**src/i2c_tfr_pkg.sv**
```systemverilog
`default_nettype none

package i2c_tfr_pkg;

  // Input item kinds
  typedef enum logic [1:0] {
    FUNC_HEADER  = 2'd0,
    FUNC_WR_BYTE = 2'd1,
    FUNC_RX_WORD = 2'd2,
    FUNC_RSVD    = 2'd3
  } func_e;

  // Result kinds
  typedef enum logic [1:0] {
    KIND_TX_WORD    = 2'd0,
    KIND_RX_BYTE    = 2'd1,
    KIND_LEN_ERR    = 2'd2,
    KIND_UNEXPECTED = 2'd3
  } kind_e;

  // Message mode
  typedef enum logic [1:0] {
    MODE_IDLE  = 2'd0,
    MODE_WRITE = 2'd1,
    MODE_READ  = 2'd2
  } mode_e;

  localparam int unsigned CFG_W     = 14;
  localparam int unsigned CFG_IDX_W = 1;

  // Configuration register indexes
  localparam logic [CFG_IDX_W-1:0] CFG_TX_FIFO = 1'd0;
  localparam logic [CFG_IDX_W-1:0] CFG_RX_FIFO = 1'd1;

  localparam logic [CFG_W-1:0] FIFO_BYTES_RST = 14'd64;
  localparam logic [CFG_W-1:0] TX_OVERHEAD    = 14'd4;
  localparam logic [CFG_W-1:0] RX_OVERHEAD    = 14'd2;

  // Tag bytes
  localparam logic [7:0] TAG_START   = 8'h81;
  localparam logic [7:0] TAG_WR      = 8'h82;
  localparam logic [7:0] TAG_WR_STOP = 8'h83;
  localparam logic [7:0] TAG_RD      = 8'h85;
  localparam logic [7:0] TAG_RD_STOP = 8'h87;

  typedef struct packed {
    logic [1:0]  func;
    logic [6:0]  dev_addr;
    logic        is_read;
    logic        is_last_msg;
    logic [7:0]  length;
    logic [7:0]  data_byte;
    logic [31:0] rx_word;
  } in_t;

  typedef struct packed {
    logic [1:0]  result_kind;
    logic [31:0] fifo_word;
    logic [7:0]  rx_byte;
    logic        last_of_run;
    logic        message_done;
  } out_t;

  // Results caused by one input item, handed from the core to the output buffer
  typedef struct packed {
    logic            vld;
    kind_e           kind;
    logic [31:0]     word;
    logic [3:0][7:0] bytes;
    logic [2:0]      cnt;
    logic            done;
  } run_t;

endpackage

`default_nettype wire

```
**src/i2c_tfr_core.sv**
```systemverilog
`default_nettype none

module i2c_tfr_core (
  input  wire logic                             clk_i,
  input  wire logic                             rst_ni,
  input  wire logic                             in_vld_i,
  output logic                                  in_stall_o,
  input  wire i2c_tfr_pkg::in_t                 in_data_i,
  input  wire logic                             cfg_we_i,
  input  wire logic [i2c_tfr_pkg::CFG_IDX_W-1:0] cfg_idx_i,
  input  wire logic [i2c_tfr_pkg::CFG_W-1:0]     cfg_data_i,
  input  wire logic                             run_ready_i,
  output i2c_tfr_pkg::run_t                     run_o
);

  // Input register
  logic              in_vld_q;
  i2c_tfr_pkg::in_t  in_q;
  logic              step;

  // Config registers
  logic [i2c_tfr_pkg::CFG_W-1:0] tx_fifo_q, rx_fifo_q;

  // Message state
  i2c_tfr_pkg::mode_e mode_q, mode_d;
  logic [7:0]         bytes_left_q, bytes_left_d;
  logic [1:0]         lane_q, lane_d;
  logic [23:0]        pack_q, pack_d;
  logic               first_q, first_d;

  // Working values
  logic [i2c_tfr_pkg::CFG_W-1:0] lim;
  logic [7:0]  addr8, tag, bl_dec;
  logic [31:0] wr_word, rx_shift;
  logic [2:0]  rx_avail, rx_cnt;
  logic [7:0]  bl_after_rx;
  i2c_tfr_pkg::run_t run;

  assign step       = in_vld_q & run_ready_i;
  assign in_stall_o = in_vld_q & ~run_ready_i;

  // Input register: loads whenever the slot is free or being drained
  always_ff @(posedge clk_i or negedge rst_ni) begin
    if (!rst_ni) begin
      in_vld_q <= 1'b0;
    end else if (!in_stall_o) begin
      in_vld_q <= in_vld_i;
    end
  end

  always_ff @(posedge clk_i) begin
    if (in_vld_i && !in_stall_o) begin
      in_q <= in_data_i;
    end
  end

  // Config write port
  always_ff @(posedge clk_i or negedge rst_ni) begin
    if (!rst_ni) begin
      tx_fifo_q <= i2c_tfr_pkg::FIFO_BYTES_RST;
      rx_fifo_q <= i2c_tfr_pkg::FIFO_BYTES_RST;
    end else if (cfg_we_i) begin
      if (cfg_idx_i == i2c_tfr_pkg::CFG_TX_FIFO) begin
        tx_fifo_q <= cfg_data_i;
      end
      if (cfg_idx_i == i2c_tfr_pkg::CFG_RX_FIFO) begin
        rx_fifo_q <= cfg_data_i;
      end
    end
  end

  // Shared datapath pieces
  always_comb begin
    addr8 = {in_q.dev_addr, in_q.is_read};
    if (in_q.is_read) begin
      lim = (rx_fifo_q > i2c_tfr_pkg::RX_OVERHEAD) ? rx_fifo_q - i2c_tfr_pkg::RX_OVERHEAD : '0;
      tag = in_q.is_last_msg ? i2c_tfr_pkg::TAG_RD_STOP : i2c_tfr_pkg::TAG_RD;
    end else begin
      lim = (tx_fifo_q > i2c_tfr_pkg::TX_OVERHEAD) ? tx_fifo_q - i2c_tfr_pkg::TX_OVERHEAD : '0;
      tag = in_q.is_last_msg ? i2c_tfr_pkg::TAG_WR_STOP : i2c_tfr_pkg::TAG_WR;
    end
    // little-endian byte packing
    wr_word  = {8'b0, pack_q} | ({24'b0, in_q.data_byte} << {lane_q, 3'b000});
    bl_dec   = bytes_left_q - 8'd1;
    // first read word carries two tag bytes in its low lanes
    rx_shift = first_q ? {16'b0, in_q.rx_word[31:16]} : in_q.rx_word;
    rx_avail = first_q ? 3'd2 : 3'd4;
    rx_cnt   = (bytes_left_q < {5'b0, rx_avail}) ? bytes_left_q[2:0] : rx_avail;
    bl_after_rx = bytes_left_q - {5'b0, rx_cnt};
  end

  // Item decode and next state
  always_comb begin
    mode_d       = mode_q;
    bytes_left_d = bytes_left_q;
    lane_d       = lane_q;
    pack_d       = pack_q;
    first_d      = first_q;
    run          = '0;
    run.kind     = i2c_tfr_pkg::KIND_UNEXPECTED;
    run.cnt      = 3'd1;

    if (in_q.func == i2c_tfr_pkg::FUNC_HEADER) begin
      if ({6'b0, in_q.length} > lim) begin
        mode_d       = i2c_tfr_pkg::MODE_IDLE;
        bytes_left_d = '0;
        run.kind     = i2c_tfr_pkg::KIND_LEN_ERR;
      end else begin
        bytes_left_d = in_q.length;
        lane_d       = '0;
        pack_d       = '0;
        first_d      = 1'b1;
        if (in_q.length == 8'd0) begin
          mode_d = i2c_tfr_pkg::MODE_IDLE;
        end else if (in_q.is_read) begin
          mode_d = i2c_tfr_pkg::MODE_READ;
        end else begin
          mode_d = i2c_tfr_pkg::MODE_WRITE;
        end
        run.kind = i2c_tfr_pkg::KIND_TX_WORD;
        run.word = {in_q.length, tag, addr8, i2c_tfr_pkg::TAG_START};
        run.done = (in_q.length == 8'd0);
      end
    end else if (in_q.func == i2c_tfr_pkg::FUNC_WR_BYTE &&
                 mode_q == i2c_tfr_pkg::MODE_WRITE && bytes_left_q != 8'd0) begin
      bytes_left_d = bl_dec;
      if (lane_q == 2'd3 || bl_dec == 8'd0) begin
        pack_d   = '0;
        lane_d   = '0;
        if (bl_dec == 8'd0) begin
          mode_d = i2c_tfr_pkg::MODE_IDLE;
        end
        run.kind = i2c_tfr_pkg::KIND_TX_WORD;
        run.word = wr_word;
        run.done = (bl_dec == 8'd0);
      end else begin
        pack_d  = wr_word[23:0];
        lane_d  = lane_q + 2'd1;
        run.cnt = 3'd0;
      end
    end else if (in_q.func == i2c_tfr_pkg::FUNC_RX_WORD &&
                 mode_q == i2c_tfr_pkg::MODE_READ && bytes_left_q != 8'd0) begin
      bytes_left_d = bl_after_rx;
      first_d      = 1'b0;
      if (bl_after_rx == 8'd0) begin
        mode_d = i2c_tfr_pkg::MODE_IDLE;
      end
      run.kind  = i2c_tfr_pkg::KIND_RX_BYTE;
      run.bytes = rx_shift;
      run.cnt   = rx_cnt;
      run.done  = (bl_after_rx == 8'd0);
    end
    run.vld = in_vld_q && (run.cnt != 3'd0);
  end

  assign run_o = run;

  // Message state registers
  always_ff @(posedge clk_i or negedge rst_ni) begin
    if (!rst_ni) begin
      mode_q       <= i2c_tfr_pkg::MODE_IDLE;
      bytes_left_q <= '0;
      lane_q       <= '0;
      pack_q       <= '0;
      first_q      <= 1'b1;
    end else if (step) begin
      mode_q       <= mode_d;
      bytes_left_q <= bytes_left_d;
      lane_q       <= lane_d;
      pack_q       <= pack_d;
      first_q      <= first_d;
    end
  end

endmodule

`default_nettype wire

```
**src/i2c_tfr_outbuf.sv**
```systemverilog
`default_nettype none

module i2c_tfr_outbuf (
  input  wire logic              clk_i,
  input  wire logic              rst_ni,
  input  wire i2c_tfr_pkg::run_t run_i,
  output logic                   run_ready_o,
  output logic                   out_vld_o,
  input  wire logic              out_stall_i,
  output i2c_tfr_pkg::out_t      out_data_o
);

  logic              busy_q;
  logic [1:0]        idx_q;
  i2c_tfr_pkg::run_t run_q;
  logic              take, is_last, finish;

  assign is_last     = ({1'b0, idx_q} == run_q.cnt - 3'd1);
  assign take        = busy_q & ~out_stall_i;
  assign finish      = take & is_last;
  assign run_ready_o = ~busy_q | finish;

  // Control: load a new run or step through the current one
  always_ff @(posedge clk_i or negedge rst_ni) begin
    if (!rst_ni) begin
      busy_q <= 1'b0;
      idx_q  <= '0;
    end else if (run_ready_o && run_i.vld) begin
      busy_q <= 1'b1;
      idx_q  <= '0;
    end else if (finish) begin
      busy_q <= 1'b0;
    end else if (take) begin
      idx_q  <= idx_q + 2'd1;
    end
  end

  always_ff @(posedge clk_i) begin
    if (run_ready_o && run_i.vld) begin
      run_q <= run_i;
    end
  end

  // One result per transaction
  assign out_vld_o               = busy_q;
  assign out_data_o.result_kind  = run_q.kind;
  assign out_data_o.fifo_word    = run_q.word;
  assign out_data_o.rx_byte      = run_q.bytes[idx_q];
  assign out_data_o.last_of_run  = is_last;
  assign out_data_o.message_done = is_last & run_q.done;

endmodule

`default_nettype wire

```
**src/i2c_tag_fifo_framer.sv**
```systemverilog
// Channel  Handshake            Payload
// -------  -------------------  -----------------------------------
// in       in_vld_i/in_stall_o  in_data_i  (i2c_tfr_pkg::in_t)
// out      out_vld_o/out_stall_i out_data_o (i2c_tfr_pkg::out_t)
// cfg      cfg_we_i             cfg_idx_i, cfg_data_i (14 bits)
//
// An item is registered on acceptance and decoded into the output buffer's
// result register once that is free; a stall there holds the item.
// Headers, unexpected items and full or final write words give one result; a
// receive word with N due bytes gives N results via the byte-wide serializer (N <= 4).
// Reset clears the message state and sets both FIFO sizes to 64 bytes.
// Output stall holds the current result and backs up into in_stall_o.
`default_nettype none

module i2c_tag_fifo_framer (
  input  wire logic                              clk_i,
  input  wire logic                              rst_ni,
  input  wire logic                              in_vld_i,
  output logic                                   in_stall_o,
  input  wire i2c_tfr_pkg::in_t                  in_data_i,
  output logic                                   out_vld_o,
  input  wire logic                              out_stall_i,
  output i2c_tfr_pkg::out_t                      out_data_o,
  input  wire logic                              cfg_we_i,
  input  wire logic [i2c_tfr_pkg::CFG_IDX_W-1:0] cfg_idx_i,
  input  wire logic [i2c_tfr_pkg::CFG_W-1:0]     cfg_data_i
);

  i2c_tfr_pkg::run_t run;
  logic              run_ready;

  i2c_tfr_core u_core (
    .clk_i       (clk_i),
    .rst_ni      (rst_ni),
    .in_vld_i    (in_vld_i),
    .in_stall_o  (in_stall_o),
    .in_data_i   (in_data_i),
    .cfg_we_i    (cfg_we_i),
    .cfg_idx_i   (cfg_idx_i),
    .cfg_data_i  (cfg_data_i),
    .run_ready_i (run_ready),
    .run_o       (run)
  );

  i2c_tfr_outbuf u_outbuf (
    .clk_i       (clk_i),
    .rst_ni      (rst_ni),
    .run_i       (run),
    .run_ready_o (run_ready),
    .out_vld_o   (out_vld_o),
    .out_stall_i (out_stall_i),
    .out_data_o  (out_data_o)
  );

endmodule

`default_nettype wire

```
**config.mk**
```make
export PLATFORM = sky130hd
export DESIGN_NAME = i2c_tag_fifo_framer
export DESIGN_NICKNAME = d
export VERILOG_FILES = /design/src/i2c_tfr_pkg.sv /design/src/i2c_tfr_core.sv /design/src/i2c_tfr_outbuf.sv /design/src/i2c_tag_fifo_framer.sv
export SDC_FILE = /design/constraint.sdc
export NUM_CORES = 1
export LEC_CHECK = 0
export BUFFER_PORTS_ARGS = -buffer_cell sky130_fd_sc_hd__buf_2
export CAP_MARGIN = 20
export CORE_MARGIN = 2
export CORE_UTILIZATION = 45
export CTS_CLUSTER_SIZE = 20
export DETAILED_ROUTE_END_ITERATION = 6
export GPL_ROUTABILITY_DRIVEN = 0
export GPL_TIMING_DRIVEN = 0
export PLACE_DENSITY = 0.62
export SYNTH_ARGS = -nofsm -noshare
export SYNTH_HDL_FRONTEND = slang
export SYNTH_SLANG_ARGS = --single-unit
export TNS_END_PERCENT = 100
```
**constraint.sdc**
```tcl
create_clock -name clk_i -period 6.3 [get_ports clk_i]
set_input_delay 1.26 -clock clk_i [delete_from_list [all_inputs] [get_ports clk_i]]
set_output_delay 1.26 -clock clk_i [all_outputs]
set_load 0.01 [all_outputs]
```
Word level (Yosys, flattened, before mapping):

Cells that the tools add are included.

* bits in registers: 198
* input bits: 79
* logic and storage cells: 146

* add/subtract/negate cells: 7
* order comparisons: 5
* equality and inequality tests: 11
* shifts and indexed selects: 1
* muxes and demuxes: 55
* bitwise operators: 12
* reduce and logical (&&, ||, !) cells: 30

Operators by type and width (number)
* 24-bit two-way mux: 4
* 32-bit two-way mux: 3
* 34-bit two-way mux: 2
* 8-bit two-way mux: 6
* 14-bit two-way mux: 3
* 2-bit two-way mux: 20
* 36-bit two-way mux: 1
* 24-bit by 32-bit OR with 32-bit output: 1
* 8-bit by 5-bit left shift with 32-bit output: 1
* 8-bit logical NOT: 3
* 8-bit binary-select mux with 2-bit select: 1
* 14-bit by 2-bit > comparator with 1-bit output (second input constant): 1
* 14-bit by 3-bit > comparator with 1-bit output (second input constant): 1
* 8-bit by 14-bit > comparator with 1-bit output: 1
* 14-bit by 2-bit subtractor with 14-bit output (second input constant): 1
* 14-bit by 3-bit subtractor with 14-bit output (second input constant): 1
* 1-bit two-way mux: 11
* 3-bit two-way mux: 3
* 3-bit nonzero test: 3
* 8-bit by 3-bit < comparator with 1-bit output: 1
* 2-bit AND reduction: 4
* 2-bit nonzero test: 4
* 8-bit nonzero test: 1
* 8-bit by 1-bit subtractor with 8-bit output (second input constant): 1
* other kinds (23): 43

Longest topological paths before layout:

* word-level depth: 13
* mapped depth: 16
* depth with buffers taken out: 15

Modules after synthesis:

Synthesis repeated with hierarchy kept, for this count alone.

* cells, all modules: 785
* area total of the unflattened synthesis: 9585.4 µm²

Modules (own cells, without submodules)
* i2c_tfr_core: times used 1, cells each 640, area an instance 6760.2 µm², sequential area each 3427.0 µm²
* i2c_tfr_outbuf: times used 1, cells each 145, area an instance 2825.2 µm², sequential area each 2177.1 µm²

Worst setup path before layout:

No wires, ideal clock.

* path kind: input to register
* from: input port out_stall_i
* to: register u_outbuf.run_q, in the netlist u_outbuf.out_data_o[10], enable pin
* setup time: 0.525 ns
* arrival time: 5.451 ns
* required time: 5.775 ns
* slack: 0.324 ns
* stages on the path: 3
* buffers on the path: 0
* cell sequence: o41a_1 -> nand2b_1 -> a21oi_1

* cells in the longest elaborated chain, start to end: 5

RTL lines
* start, declared: line i2c_tag_fifo_framer.sv:22 `input wire logic out_stall_i,`
* 1-bit inverter: line i2c_tfr_outbuf.sv:19 `assign take = busy_q & ~out_stall_i;`
* 1-bit bitwise AND: line i2c_tfr_outbuf.sv:19
* 1-bit bitwise AND: line i2c_tfr_outbuf.sv:20 `assign finish = take & is_last;`
* 1-bit OR: line i2c_tfr_outbuf.sv:21 `assign run_ready_o = ~busy_q | finish;`
* 1-bit logical AND: line i2c_tfr_outbuf.sv:39 `if (run_ready_o && run_i.vld) begin`
* end signal, assigned: line i2c_tfr_outbuf.sv:40 `run_q <= run_i;`
* end, declared: line i2c_tfr_outbuf.sv:15 `i2c_tfr_pkg::run_t run_q;`

No other way between the ends.
A chain may end at the register's enable or synchronous reset.

Worst setup path after layout:

* from: register u_core.bytes_left_q[6]
* to: register u_core.mode_q[0]

* cells in the longest elaborated chain, start to end: 6

RTL lines
* start, declared: line i2c_tfr_core.sv:26 `logic [7:0] bytes_left_q, bytes_left_d;`
* start signal, assigned: line i2c_tfr_core.sv:168 `bytes_left_q <= bytes_left_d;`
* 8-bit by 3-bit < comparator with 1-bit output: line i2c_tfr_core.sv:88 `rx_cnt = (bytes_left_q < {5'b0, rx_avail}) ? bytes_left_q[2:0] : rx_avail;`
* 3-bit two-way mux: line i2c_tfr_core.sv:88
* 8-bit by 3-bit subtractor with 8-bit output: line i2c_tfr_core.sv:89 `bl_after_rx = bytes_left_q - {5'b0, rx_cnt};`
* 8-bit logical NOT: line i2c_tfr_core.sv:145 `if (bl_after_rx == 8'd0) begin`
* 3-bit nonzero test (no line)
* 5-bit AND reduction (no line)
* end signal, assigned: line i2c_tfr_core.sv:161 `mode_q <= i2c_tfr_pkg::MODE_IDLE;`
* end signal, assigned: line i2c_tfr_core.sv:167 `mode_q <= mode_d;`
* end, declared: line i2c_tfr_core.sv:25 `i2c_tfr_pkg::mode_e mode_q, mode_d;`

Parallel ways exist; a longest one is shown, timed or not.

==> results.json <==
{
  "nNetsFinal": 979,
  "port_buffers": 124,
  "ios": 125,
  "die_h_um": 147.0,
  "grt.overflow.total": 0,
  "synth-edff-count": 129,
  "hold_path_class": "reg -> reg",
  "clockBufferDepth": 2,
  "cts_setup_buffers": 0,
  "synthCells": 733,
  "vdd_drop_max_mv": 0.2245,
  "cp.arrival_ns": 4.47,
  "dpl.cell_count": 1132,
  "rows": 52,
  "fmax_ghz": 0.2412,
  "critPathMaxFanout": 9,
  "place_area_mm2": 0.01031,
  "grt_max_degree": 69,
  "vias": 6150,
  "syn-cell-area_mm2": 0.009208,
  "final_area_mm2": 0.01088,
  "grt_pass1_wl_mm": 33.13,
  "avgSynthCellArea_um2": 12.56,
  "worst_pin_slew_ns": 0.8834,
  "grt_pass1_vias": 6131,
  "start_util": 0.4565,
  "synth_async_sr_flop_share": 0.3485,
  "cts_buffers": 17,
  "utilization": 0.5396,
  "drive_gt1_frac": 0.2908,
  "p_leak_uw": 0.004538,
  "ys_seq_area_frac": 0.6086,
  "clk_latency_ns": 0.44,
  "slowest_delay_ns": 0.50,
  "drt_first_pass_iters": 4,
  "core_mm2": 0.02017,
  "yosys_register_bits": 198,
  "startpoint": "u_core.bytes_left_q[6]$_DFFE_PN0P_",
  "vias_per_cell": 5.284,
  "slew_headroom": 0.4111,
  "routed_wl_mm": 20.58,
  "power_density_mw_per_mm2": 418.1,
  "fin_skew_ns": 0.01062,
  "root_buffer": "clkbuf_16",
  "finalCriticalPeriod_ns": 4.146,
  "ant_nets": 0,
  "min_period_over_period": 0.6580,
  "gr-usage-all-layers": 0.1980,
  "layout_commonest_cell": "buf_2",
  "finalSetupViolCount": 0,
  "cts_tree": "done",
  "hold_ws_ns": 0.4932,
  "fillerInstances": 1795,
  "start_kind": "flip-flop",
  "yosys_warnings": 0,
  "grt_setup_unrepaired": "false",
  "ys.flop_type": "edfxtp_1",
  "required_ns": 6.62,
  "diodes": 0,
  "stdcell_count": 1164,
  "dp_hpwl_mm": 14.80,
  "power_uw": 4550,
  "wl_per_cell_um": 17.68,
  "cts_resized": 0,
  "min-delay-start": "u_core.pack_q[21]$_DFFE_PN0P_",
  "most-common-layout-cells": "buf_2 (130), edfxtp_1 (129), nor2_1 (79)",
  "area_delta_synth_final_pct": 18.19,
  "clkTransAtPathRegs_ns": 0.07,
  "die_x_um": 147.0,
  "setup.worst_path.class": "reg -> reg",
  "slowest_stage": "nor3_1",
  "die-area_mm2": 0.02162,
  "r2r-start": "u_core.bytes_left_q[6]$_DFFE_PN0P_",
  "path_cells": "clkbuf_1 -> nor3_1 -> nand3_1 -> nand2_1 -> a21boi_0 -> inv_1 -> fa_1 -> o21ai_0 -> nor3_1 -> xnor2_1 -> nand4_1 -> a31oi_1 -> mux2_1",
  "ys_types": 75,
  "status": "completed",
  "cp_common_cell": "nor3_1",
  "cts-htree-levels": 4,
  "cts_sinks": 198,
  "crit_path_end_kind": "flip-flop",
  "drcViolationCount": 0,
  "maxSlewViolCount": 0,
  "cap_viol_max_count": 0,
  "drtIter0Drc": 418,
  "hold_viol": 0,
  "synthesis.nets": 831,
  "hold_buffers": 0,
  "antenna_found_initial": 0
}
==> cells in the mapped netlist (5+ instances only) <==
| master | number | area [um^2] |
|---|---|---|
| mux2i_1 | 19 | 190.2 |
| xnor2_1 | 9 | 78.83 |
| a21o_1 | 5 | 37.54 |
| nor2_1 | 79 | 296.5 |
| ha_1 | 18 | 225.2 |
| nand2_1 | 37 | 138.9 |
| nand2b_1 | 6 | 37.54 |
| dfrtp_1 | 66 | 1652 |
| edfxtp_1 | 129 | 3874 |
| buf_4 | 36 | 270.3 |
| and2_1 | 6 | 37.54 |
| mux4_2 | 8 | 180.2 |
| nor3_1 | 10 | 50.05 |
| a211oi_1 | 5 | 37.54 |
| buf_1 | 6 | 22.52 |
| o21ai_1 | 20 | 100.1 |
| mux2_2 | 26 | 292.8 |
| nor2b_1 | 5 | 31.28 |
| and3_1 | 19 | 118.9 |
| nand3_1 | 5 | 25.02 |
| a22oi_1 | 6 | 45.04 |
| a31oi_1 | 5 | 31.28 |
| xor2_1 | 10 | 87.58 |
| a21oi_1 | 60 | 300.3 |
| nor4_1 | 5 | 31.28 |
| buf_2 | 7 | 35.03 |
| o21ai_0 | 15 | 75.07 |
| inv_1 | 19 | 71.32 |
| clkbuf_1 | 13 | 48.80 |
| a22o_1 | 9 | 78.83 |
==> final cells by class <==
cell class	instances	area, um^2	area share
Buffer	64	399.1	0.03668
Clock buffer	17	425.4	0.03909
Clock inverter	15	146.4	0.01345
Inverter	19	71.32	0.006553
Multi-Input combinational cell	452	3146	0.2890
Sequential cell	198	5604	0.5149
Tap cell	270	337.8	0.03104
Timing Repair Buffer	129	753.2	0.06921
==> logic make-up (layout without fill, tap and decap cells) <==
family / Yosys count / in the layout / share of synthesized area
AO/OA/AOI/OAI: 161 / 161 / 0.1137
XOR/XNOR: 19 / 19 / 0.01807
adder cells (fa/ha/maj): 19 / 19 / 0.02663
buffers and inverters: 83 / 244 / 0.05109
flip-flops: 198 / 198 / 0.6086
multiplexers: 55 / 55 / 0.07447
other: 1 / 1 / 0.0004073
AND/OR/NAND/NOR: 197 / 197 / 0.1069
==> state kept, by name, indices dropped and copies added, names as in the netlist <==
| name | count |
|---|---|
| u_core.in_q | 51 |
| u_outbuf.run_q | 36 |
| u_outbuf.out_data_o | 34 |
| u_core.pack_q | 24 |
| u_core.rx_fifo_q | 14 |
| u_core.tx_fifo_q | 14 |
| u_core.addr8 | 8 |
| u_core.bytes_left_q | 8 |
| u_core.lane_q | 2 |
| u_core.mode_q | 2 |
| u_outbuf.idx_q | 2 |
| u_core.first_q | 1 |
| u_core.in_vld_q | 1 |
| u_outbuf.out_vld_o | 1 |
==> worst max-delay path, delay by kind of cell (launching register included) <==
| kind | cells | cell delay [ns] |
|---|---|---|
| xor+xnor | 1 | 0.30 |
| compound gates | 3 | 1.07 |
| flops | 1 | 0.36 |
| simple gates | 5 | 1.14 |
| buf+inv | 2 | 0.36 |
| fa+ha+maj | 1 | 0.43 |
| mux | 1 | 0.36 |
==> worst paths after layout <==
path | end | slack, ns | cells past startpoint
max reg2reg | u_core.mode_q[0]$_DFFE_PN0P_ | 2.15 | 13
max | u_core.mode_q[0]$_DFFE_PN0P_ | 2.15 | 13
min in group asynchronous | u_core.tx_fifo_q[13]$_DFFE_PN0P_ | 0.59 | 1
max in group asynchronous | u_core.first_q$_DFFE_PN1P_ | 5.12 | 2
min | u_core.pack_q[21]$_DFFE_PN0P_ | 0.49 | 2
min reg2reg | u_core.pack_q[21]$_DFFE_PN0P_ | 0.49 | 2
==> metal layers <==
metal / global-route usage / vias up / wire [um]
li1: - / 2963 / -
met1: 0.2750 / 3020 / 9410
met2: 0.3215 / 141 / 9955
met3: 0.03137 / 26 / 864
met4: 0.06490 / 0 / 345
met5: 0 / - / 0
==> through the flow <==
stage | setup TNS (ns) | setup slack [ns]
detailed placement | 0 | 2.267
CTS | 0 | 2.221
floorplan | 0 | 0.3240
global route | 0 | 1.792
global placement | -118.95 | -1.640
finish | 0 | 2.154
==> power breakdown <==
group          switching [uW]  internal (uW)  total [uW]
registers                 192           1810        2000
clock network             513            553        1070
logic                     830            651        1480
total                    1530           3020        4550
(Power assumes the default switching activity.)
